$ cat config.mk
export PLATFORM = sky130hd
export DESIGN_NAME = double_ended_queue_unit
export DESIGN_NICKNAME = d
export VERILOG_FILES = /design/src/sv/deq_pkg.sv /design/src/sv/double_ended_queue_unit.sv /design/src/sv/deq_ctrl.sv /design/src/sv/deq_datapath.sv
export SDC_FILE = /design/constraint.sdc
export NUM_CORES = 1
export LEC_CHECK = 0
export BUFFER_PORTS_ARGS = -buffer_cell sky130_fd_sc_hd__buf_4
export CAP_MARGIN = 30
export CORE_MARGIN = 2
export CORE_UTILIZATION = 55
export CTS_CLUSTER_SIZE = 30
export DETAILED_ROUTE_END_ITERATION = 16
export MAX_ROUTING_LAYER = met4
export PLACE_DENSITY = 0.75
export SETUP_SLACK_MARGIN = 0.2
export SLEW_MARGIN = 20
export SYNTH_ARGS = -nofsm -noshare
export SYNTH_HDL_FRONTEND = slang
export SYNTH_SLANG_ARGS = --single-unit
$ cat constraint.sdc
create_clock -name clk -period 10.2 [get_ports clk]
set_input_delay 0.51 -clock clk [delete_from_list [all_inputs] [get_ports clk]]
set_output_delay 0.51 -clock clk [all_outputs]
set_load 0.05 [all_outputs]
$ cat src/sv/deq_pkg.sv
// Shared types and codes for the double-ended queue unit.
package deq_pkg;

	// Operation codes carried by a request transaction
	typedef enum logic [1:0] {
		OP_PUSH_FRONT = 2'd0,
		OP_PUSH_REAR  = 2'd1,
		OP_POP_FRONT  = 2'd2,
		OP_POP_REAR   = 2'd3
	} op_t;

	// Completion status reported with every result
	typedef enum logic [1:0] {
		ST_DONE      = 2'd0,
		ST_POP_EMPTY = 2'd1,
		ST_PUSH_FULL = 2'd2
	} status_t;

	localparam int unsigned VALUE_BITS = 32;
	localparam int unsigned OCC_BITS   = 5;

	// Request payload
	typedef struct packed {
		op_t                           op;
		logic signed [VALUE_BITS-1:0]  value_in;
	} req_t;

	// Result payload
	typedef struct packed {
		logic signed [VALUE_BITS-1:0]  front_value;
		logic signed [VALUE_BITS-1:0]  rear_value;
		logic                          is_empty;
		logic [OCC_BITS-1:0]           occupancy;
		status_t                       status;
	} res_t;

	// Controller to datapath commands
	typedef struct packed {
		logic capture;
		logic exec;
		logic load;
	} ctl_cmd_t;

	// Datapath to controller status
	typedef struct packed {
		logic out_free;
	} ctl_sts_t;

endpackage

$ cat src/sv/double_ended_queue_unit.sv
// Double-ended queue unit: bounded ring-buffer deque with one result per transaction.
// After a request is accepted, the sequencer steps through execute, slot-memory read and
//   result load around the single-write, registered-read memory; the load waits while the
//   result register is stalled. No new request is taken until the sequencer is back in idle.
// A new request may be accepted while the previous result still waits to be taken.
// Reset clears pointers, count and valids; slot memory is not cleared.
module double_ended_queue_unit
	import deq_pkg::*;
#(
	parameter int unsigned DEPTH     = 16,
	parameter int unsigned WORD_BITS = 32
) (
	input  logic clk,
	input  logic arst_n,
	input  logic cmd_valid,
	output logic cmd_stall,
	input  req_t cmd_data,
	output logic res_valid,
	input  logic res_stall,
	output res_t res_data
);

	ctl_cmd_t cmd;
	ctl_sts_t sts;

	// Sequencer
	deq_ctrl u_ctrl (
		.clk       (clk),
		.arst_n    (arst_n),
		.cmd_valid (cmd_valid),
		.cmd_stall (cmd_stall),
		.sts       (sts),
		.cmd       (cmd)
	);

	// Storage and result path
	deq_datapath #(
		.DEPTH     (DEPTH),
		.WORD_BITS (WORD_BITS)
	) u_datapath (
		.clk       (clk),
		.arst_n    (arst_n),
		.cmd_data  (cmd_data),
		.cmd       (cmd),
		.sts       (sts),
		.res_valid (res_valid),
		.res_stall (res_stall),
		.res_data  (res_data)
	);

endmodule

$ cat src/sv/deq_ctrl.sv
// Sequencer for the double-ended queue: capture, execute, read, load result.
module deq_ctrl
	import deq_pkg::*;
(
	input  logic     clk,
	input  logic     arst_n,
	input  logic     cmd_valid,
	output logic     cmd_stall,
	input  ctl_sts_t sts,
	output ctl_cmd_t cmd
);

	typedef enum logic [1:0] {
		S_IDLE,
		S_EXEC,
		S_READ,
		S_LOAD
	} state_t;

	state_t state_q;

	// Only the idle state takes a new transaction
	assign cmd_stall = (state_q != S_IDLE);

	// Commands decoded from state
	always_comb begin
		cmd.capture = (state_q == S_IDLE) && cmd_valid;
		cmd.exec    = (state_q == S_EXEC);
		cmd.load    = (state_q == S_LOAD) && sts.out_free;
	end

	// State register
	always_ff @(posedge clk or negedge arst_n) begin
		if (!arst_n) begin
			state_q <= S_IDLE;
		end else begin
			unique case (state_q)
				S_IDLE: begin
					if (cmd_valid) state_q <= S_EXEC;
				end
				S_EXEC: state_q <= S_READ;
				S_READ: state_q <= S_LOAD;
				S_LOAD: begin
					if (sts.out_free) state_q <= S_IDLE;
				end
				default: state_q <= S_IDLE;
			endcase
		end
	end

	// A load always returns the sequencer to idle
	a_load_to_idle: assert property (@(posedge clk) disable iff (!arst_n)
		cmd.load |=> (state_q == S_IDLE))
		else $error("load did not return to idle");

	// A capture is always followed by an execute cycle
	a_capture_exec: assert property (@(posedge clk) disable iff (!arst_n)
		cmd.capture |=> cmd.exec)
		else $error("capture not followed by execute");

	// Execute is followed by the read cycle, never by another execute
	a_exec_once: assert property (@(posedge clk) disable iff (!arst_n)
		cmd.exec |=> (state_q == S_READ))
		else $error("execute not followed by read");

endmodule

$ cat src/sv/deq_datapath.sv
// Datapath of the double-ended queue: pointers, count, slot memory, result register.
module deq_datapath
	import deq_pkg::*;
#(
	parameter int unsigned DEPTH     = 16,
	parameter int unsigned WORD_BITS = 32
) (
	input  logic     clk,
	input  logic     arst_n,
	input  req_t     cmd_data,
	input  ctl_cmd_t cmd,
	output ctl_sts_t sts,
	output logic     res_valid,
	input  logic     res_stall,
	output res_t     res_data
);

	localparam int unsigned AW = (DEPTH > 1) ? $clog2(DEPTH) : 1;
	localparam int unsigned CW = $clog2(DEPTH + 1);

	// Captured transaction
	op_t                  op_q;
	logic [WORD_BITS-1:0] value_q;

	// Queue state
	logic [AW-1:0] head_q, tail_q;
	logic [CW-1:0] count_q;
	status_t       status_q;

	// Slot memory and its registered read ports
	logic [WORD_BITS-1:0] mem [DEPTH];
	logic [WORD_BITS-1:0] rd_front_q, rd_rear_q;

	// Result register
	res_t res_q;
	logic res_valid_q;

	// Next-state signals
	logic [AW-1:0] head_d, tail_d, wr_addr;
	logic [CW-1:0] count_d;
	logic          wr_en;
	status_t       status_d;
	logic          is_full, is_none;

	function automatic logic [AW-1:0] wrap_inc(input logic [AW-1:0] i);
		return (i == AW'(DEPTH - 1)) ? '0 : i + 1'b1;
	endfunction

	function automatic logic [AW-1:0] wrap_dec(input logic [AW-1:0] i);
		return (i == '0) ? AW'(DEPTH - 1) : i - 1'b1;
	endfunction

	assign is_full = (count_q == CW'(DEPTH));
	assign is_none = (count_q == '0);

	// Operation decode and pointer update
	always_comb begin
		head_d   = head_q;
		tail_d   = tail_q;
		count_d  = count_q;
		wr_en    = 1'b0;
		wr_addr  = tail_q;
		status_d = ST_DONE;
		unique case (op_q)
			OP_PUSH_FRONT: begin
				if (is_full) begin
					status_d = ST_PUSH_FULL;
				end else begin
					head_d  = wrap_dec(head_q);
					wr_en   = 1'b1;
					wr_addr = wrap_dec(head_q);
					count_d = count_q + 1'b1;
				end
			end
			OP_PUSH_REAR: begin
				if (is_full) begin
					status_d = ST_PUSH_FULL;
				end else begin
					tail_d  = wrap_inc(tail_q);
					wr_en   = 1'b1;
					wr_addr = tail_q;
					count_d = count_q + 1'b1;
				end
			end
			OP_POP_FRONT: begin
				if (is_none) begin
					status_d = ST_POP_EMPTY;
				end else begin
					head_d  = wrap_inc(head_q);
					count_d = count_q - 1'b1;
				end
			end
			OP_POP_REAR: begin
				if (is_none) begin
					status_d = ST_POP_EMPTY;
				end else begin
					tail_d  = wrap_dec(tail_q);
					count_d = count_q - 1'b1;
				end
			end
			default: status_d = ST_DONE;
		endcase
	end

	// Capture the incoming transaction
	always_ff @(posedge clk) begin
		if (cmd.capture) begin
			op_q    <= cmd_data.op;
			value_q <= WORD_BITS'(cmd_data.value_in);
		end
	end

	// Pointers and count
	always_ff @(posedge clk or negedge arst_n) begin
		if (!arst_n) begin
			head_q  <= '0;
			tail_q  <= '0;
			count_q <= '0;
		end else if (cmd.exec) begin
			head_q  <= head_d;
			tail_q  <= tail_d;
			count_q <= count_d;
		end
	end

	always_ff @(posedge clk) begin
		if (cmd.exec) status_q <= status_d;
	end

	// Slot memory: one write port, two registered read ports
	always_ff @(posedge clk) begin
		if (cmd.exec && wr_en) mem[wr_addr] <= value_q;
		rd_front_q <= mem[head_q];
		rd_rear_q  <= mem[wrap_dec(tail_q)];
	end

	// Result register, free when empty or being taken this cycle
	assign sts.out_free = !res_valid_q || !res_stall;

	always_ff @(posedge clk) begin
		if (cmd.load) begin
			res_q.front_value <= is_none ? '1 : VALUE_BITS'(rd_front_q);
			res_q.rear_value  <= is_none ? '1 : VALUE_BITS'(rd_rear_q);
			res_q.is_empty    <= is_none;
			res_q.occupancy   <= OCC_BITS'(count_q);
			res_q.status      <= status_q;
		end
	end

	always_ff @(posedge clk or negedge arst_n) begin
		if (!arst_n) begin
			res_valid_q <= 1'b0;
		end else if (cmd.load) begin
			res_valid_q <= 1'b1;
		end else if (!res_stall) begin
			res_valid_q <= 1'b0;
		end
	end

	assign res_valid = res_valid_q;
	assign res_data  = res_q;

	// Count never leaves its range
	a_count_range: assert property (@(posedge clk) disable iff (!arst_n)
		count_q <= CW'(DEPTH))
		else $error("element count above depth");

	// A refused operation leaves the queue state untouched
	a_refused_stable: assert property (@(posedge clk) disable iff (!arst_n)
		(cmd.exec && status_d != ST_DONE) |=>
		($stable(count_q) && $stable(head_q) && $stable(tail_q)))
		else $error("refused operation changed state");

	// A result is never loaded over one that is still waiting
	a_no_overwrite: assert property (@(posedge clk) disable iff (!arst_n)
		cmd.load |-> (!res_valid_q || !res_stall))
		else $error("result overwritten while stalled");

endmodule

==> results.cfg <==
[drt]
first_iter_violations = 2380
dr_total_vias = 16100
drc = 0
wl_per_cell_um = 29.66
first_pass_iters = 7
viasPerCell = 6.777
detail-route-antenna-nets = 0
drt_wl_total_mm = 70.48

[yosys]
synth.distinct_cells = 67
synthesis.nets = 1556
syn_inst = 1505
yosysTopAreaCell = edfxtp_1
yosysSeqAreaShare_pct = 68.76
synth.cell_area_sq_um = 29520
synthArstFlopShare_pct = 2.286
ys_seq_elements = 700
avgSynthCellArea_sq_um = 19.62
synth_top_area_share_pct = 63.06
synth_edf_count = 620
yosys_most_used_dff = edfxtp_1
synth_area_leaders = edfxtp_1 63%, mux4_2 19%, dfxtp_1 4.3%
ys_warn_count = 0

[pwr]
power_density_nw_per_um2 = 326.9
leakagePower_nw = 11.08
ir_drop_mv = 0.2865

[sta]
grt_setup_unrepaired = no
relSlewSlack_pct = 32.38
finClkSkew_ns = 0.02733
finalSetupViolations = 0
finalCritPeriodShare_pct = 45.14
final.min_clock_period_ns = 4.605
tns_ns = 0
max_freq_ghz = 0.2172
tightestPinTransition_ns = 1.014
finalHoldViolCount = 0
slew_viol_final = 0
holdWs_ns = 0.07248

[layout]
layout-drive-gt1-share_pct = 37.38
final_common_cell = edfxtp_1
syn2layout_area_growth_pct = 14.14
n_antenna_cell = 0
fin_nets = 1682
layout_common_cells = 620 x edfxtp_1, 252 x mux4_2, 151 x buf_4
final.fill_count = 3506

[placement]
gp_congestion = 0.8451
place_hpwl_mm = 40.23
io_buffers = 111

[critical_path]
required_ns = 10.69
worst-path-max-fanout = 42
reg2reg_depth = 11
rr_startpoint = u_datapath.tail_q[0]
path_buf_inv = 5
max_stage_delay_ns = 0.67
cp_common_cell = buf_4
worstSetupPathType = reg -> reg
slowest_stage = buf_4
crit_chain = buf_4 > inv_2 > ha_1 > nor3b_4 > buf_4 > nor2_4 > buf_4 > buf_4 > mux4_2 > a22o_1 > a221o_1
r2r_setup_slack_ns = 5.60
start_kind = flop
worstReg2RegEnd = u_datapath.rd_rear_q[20]
worstPathArrival_ns = 5.09
end_kind = flop
crit_family = buffers and inverters

[min_path]
hp-class = in -> reg
worstHoldStart = cmd_data[18]
min_path_cells = 1
whs_endpoint = u_datapath.value_q[18]

[die]
rows = 84
ios = 112
die-area_sq_um = 55550
start_util_pct = 55.84
die_height_um = 235.7
fp.dieW_um = 235.7
coreArea_sq_um = 52870

[clock_network]
clockBufferDepth = 3
cts-root-buf = clkbuf_16
clock_latency_ns = 0.61
numClockSinks = 700
cts_setup_buffers = 0
htree_levels = 3
tritoncts = done
cts_buffers = 71
clk_pin_slew_ns = 0.06

[run_status]
status = complete, no violations

[job]
maxCapViolations = 0

[global_route]
grt_max_degree = 114
grt.overflow.total = 0
grt_pass1_vias = 16160
grt_antenna_before_repair = 0
grt_pass1_wl_mm = 104.0
grt.total_usage_pct = 26.47
cells in the mapped netlist (all sizes together) (12+ instances only):
library cell / n
or2: 65
a221o: 19
nand3: 17
buf: 41
inv: 14
clkbuf: 62
a21oi: 31
ha: 12
nand2: 33
mux2i: 24
dfxtp: 64
o21ai: 25
mux4: 252
nor2: 32
a22o: 21
o211ai: 14
edfxtp: 620
dfrtp: 16
repair_timing:
item / in CTS / in global routing
resized for setup: 0 / 0
hold buffers: 1 / 0
hold endpoints to repair: 16 / 0
layout make-up:
| cell class | count | area (sq um) | area share [%] |
|---|---|---|---|
| Clock buffer | 98 | 2031 | 6.026 |
| Clock inverter | 32 | 289.0 | 0.8577 |
| Inverter | 16 | 62.56 | 0.1857 |
| Multi-Input combinational cell | 686 | 8911 | 26.44 |
| Sequential cell | 700 | 20310 | 60.28 |
| Tap cell | 688 | 860.8 | 2.555 |
| Timing Repair Buffer | 156 | 1231 | 3.654 |
report_power, final:
group | switching [mW] | internal (mW)
Clock | 1.06 | 1.50
Combinational | 2.48 | 1.95
Sequential | 0.336 | 3.68
Total | 3.88 | 7.14
metal layers:
layer / GRT usage, % / up-vias / part of all wire, %
li1: - / 6588 / -
met4: 9.844 / 0 / 3.6
met3: 5.441 / 158 / 9.6
met5: - / - / 0
met1: 34.83 / 8366 / 38
met2: 41.39 / 991 / 49
worst max-delay path by stage:
| stage | start | to | slack [ns] | cells past startpoint |
|---|---|---|---|---|
| 2_1_floorplan | u_datapath.res_valid | u_datapath.res_data[0] | 3.75 | 1 |
| 3_3_place_gp | u_datapath.head_q[0] | u_datapath.mem[3][0] | 5.55 | 7 |
| 3_5_place_dp | u_datapath.tail_q[0] | u_datapath.rd_rear_q[20] | 5.64 | 11 |
| 4_1_cts | u_datapath.tail_q[0] | u_datapath.rd_rear_q[20] | 5.63 | 11 |
| 5_1_grt | u_datapath.tail_q[0] | u_datapath.rd_rear_q[20] | 5.37 | 11 |
| 6_report | u_datapath.tail_q[0] | u_datapath.rd_rear_q[20] | 5.60 | 11 |
registers in the layout, indices dropped and copies added, names as in the netlist:
name / cells
u_datapath.rd_front_q: 32
u_datapath.status_q: 2
u_datapath.value_q: 32
u_datapath.op_q: 2
u_datapath.count_q: 5
u_datapath.rd_rear_q: 32
u_datapath.head_q: 4
u_datapath.res_data: 72
u_datapath.res_valid: 1
u_datapath.mem: 512
u_datapath.tail_q: 4
u_ctrl.state_q: 2
cells by family after synthesis:
logic type	count (synthesis)	synth area share (%)
xor+xnor	14	0.4154
mux	283	20.31
buf+inv	119	1.729
simple gates	189	3.454
flops	700	68.76
compound gates	187	4.760
fa+ha+maj	13	0.5764
through the flow:
stage	cells	setup slack, ns	utilization (%)	area (sq um)	power, mW
final	2376	5.595	63.74	33700	11.01
after detailed placement	2244	5.636	59.30	31350	8.466
after global placement	2241	5.554	59.18	31290	8.378
after global routing	2376	5.373	63.74	33700	11.44
after floorplan	1505	3.749	-	29520	7.170
after CTS	2375	5.629	63.70	33680	11.04
Power figures use the tool's default switching activity.
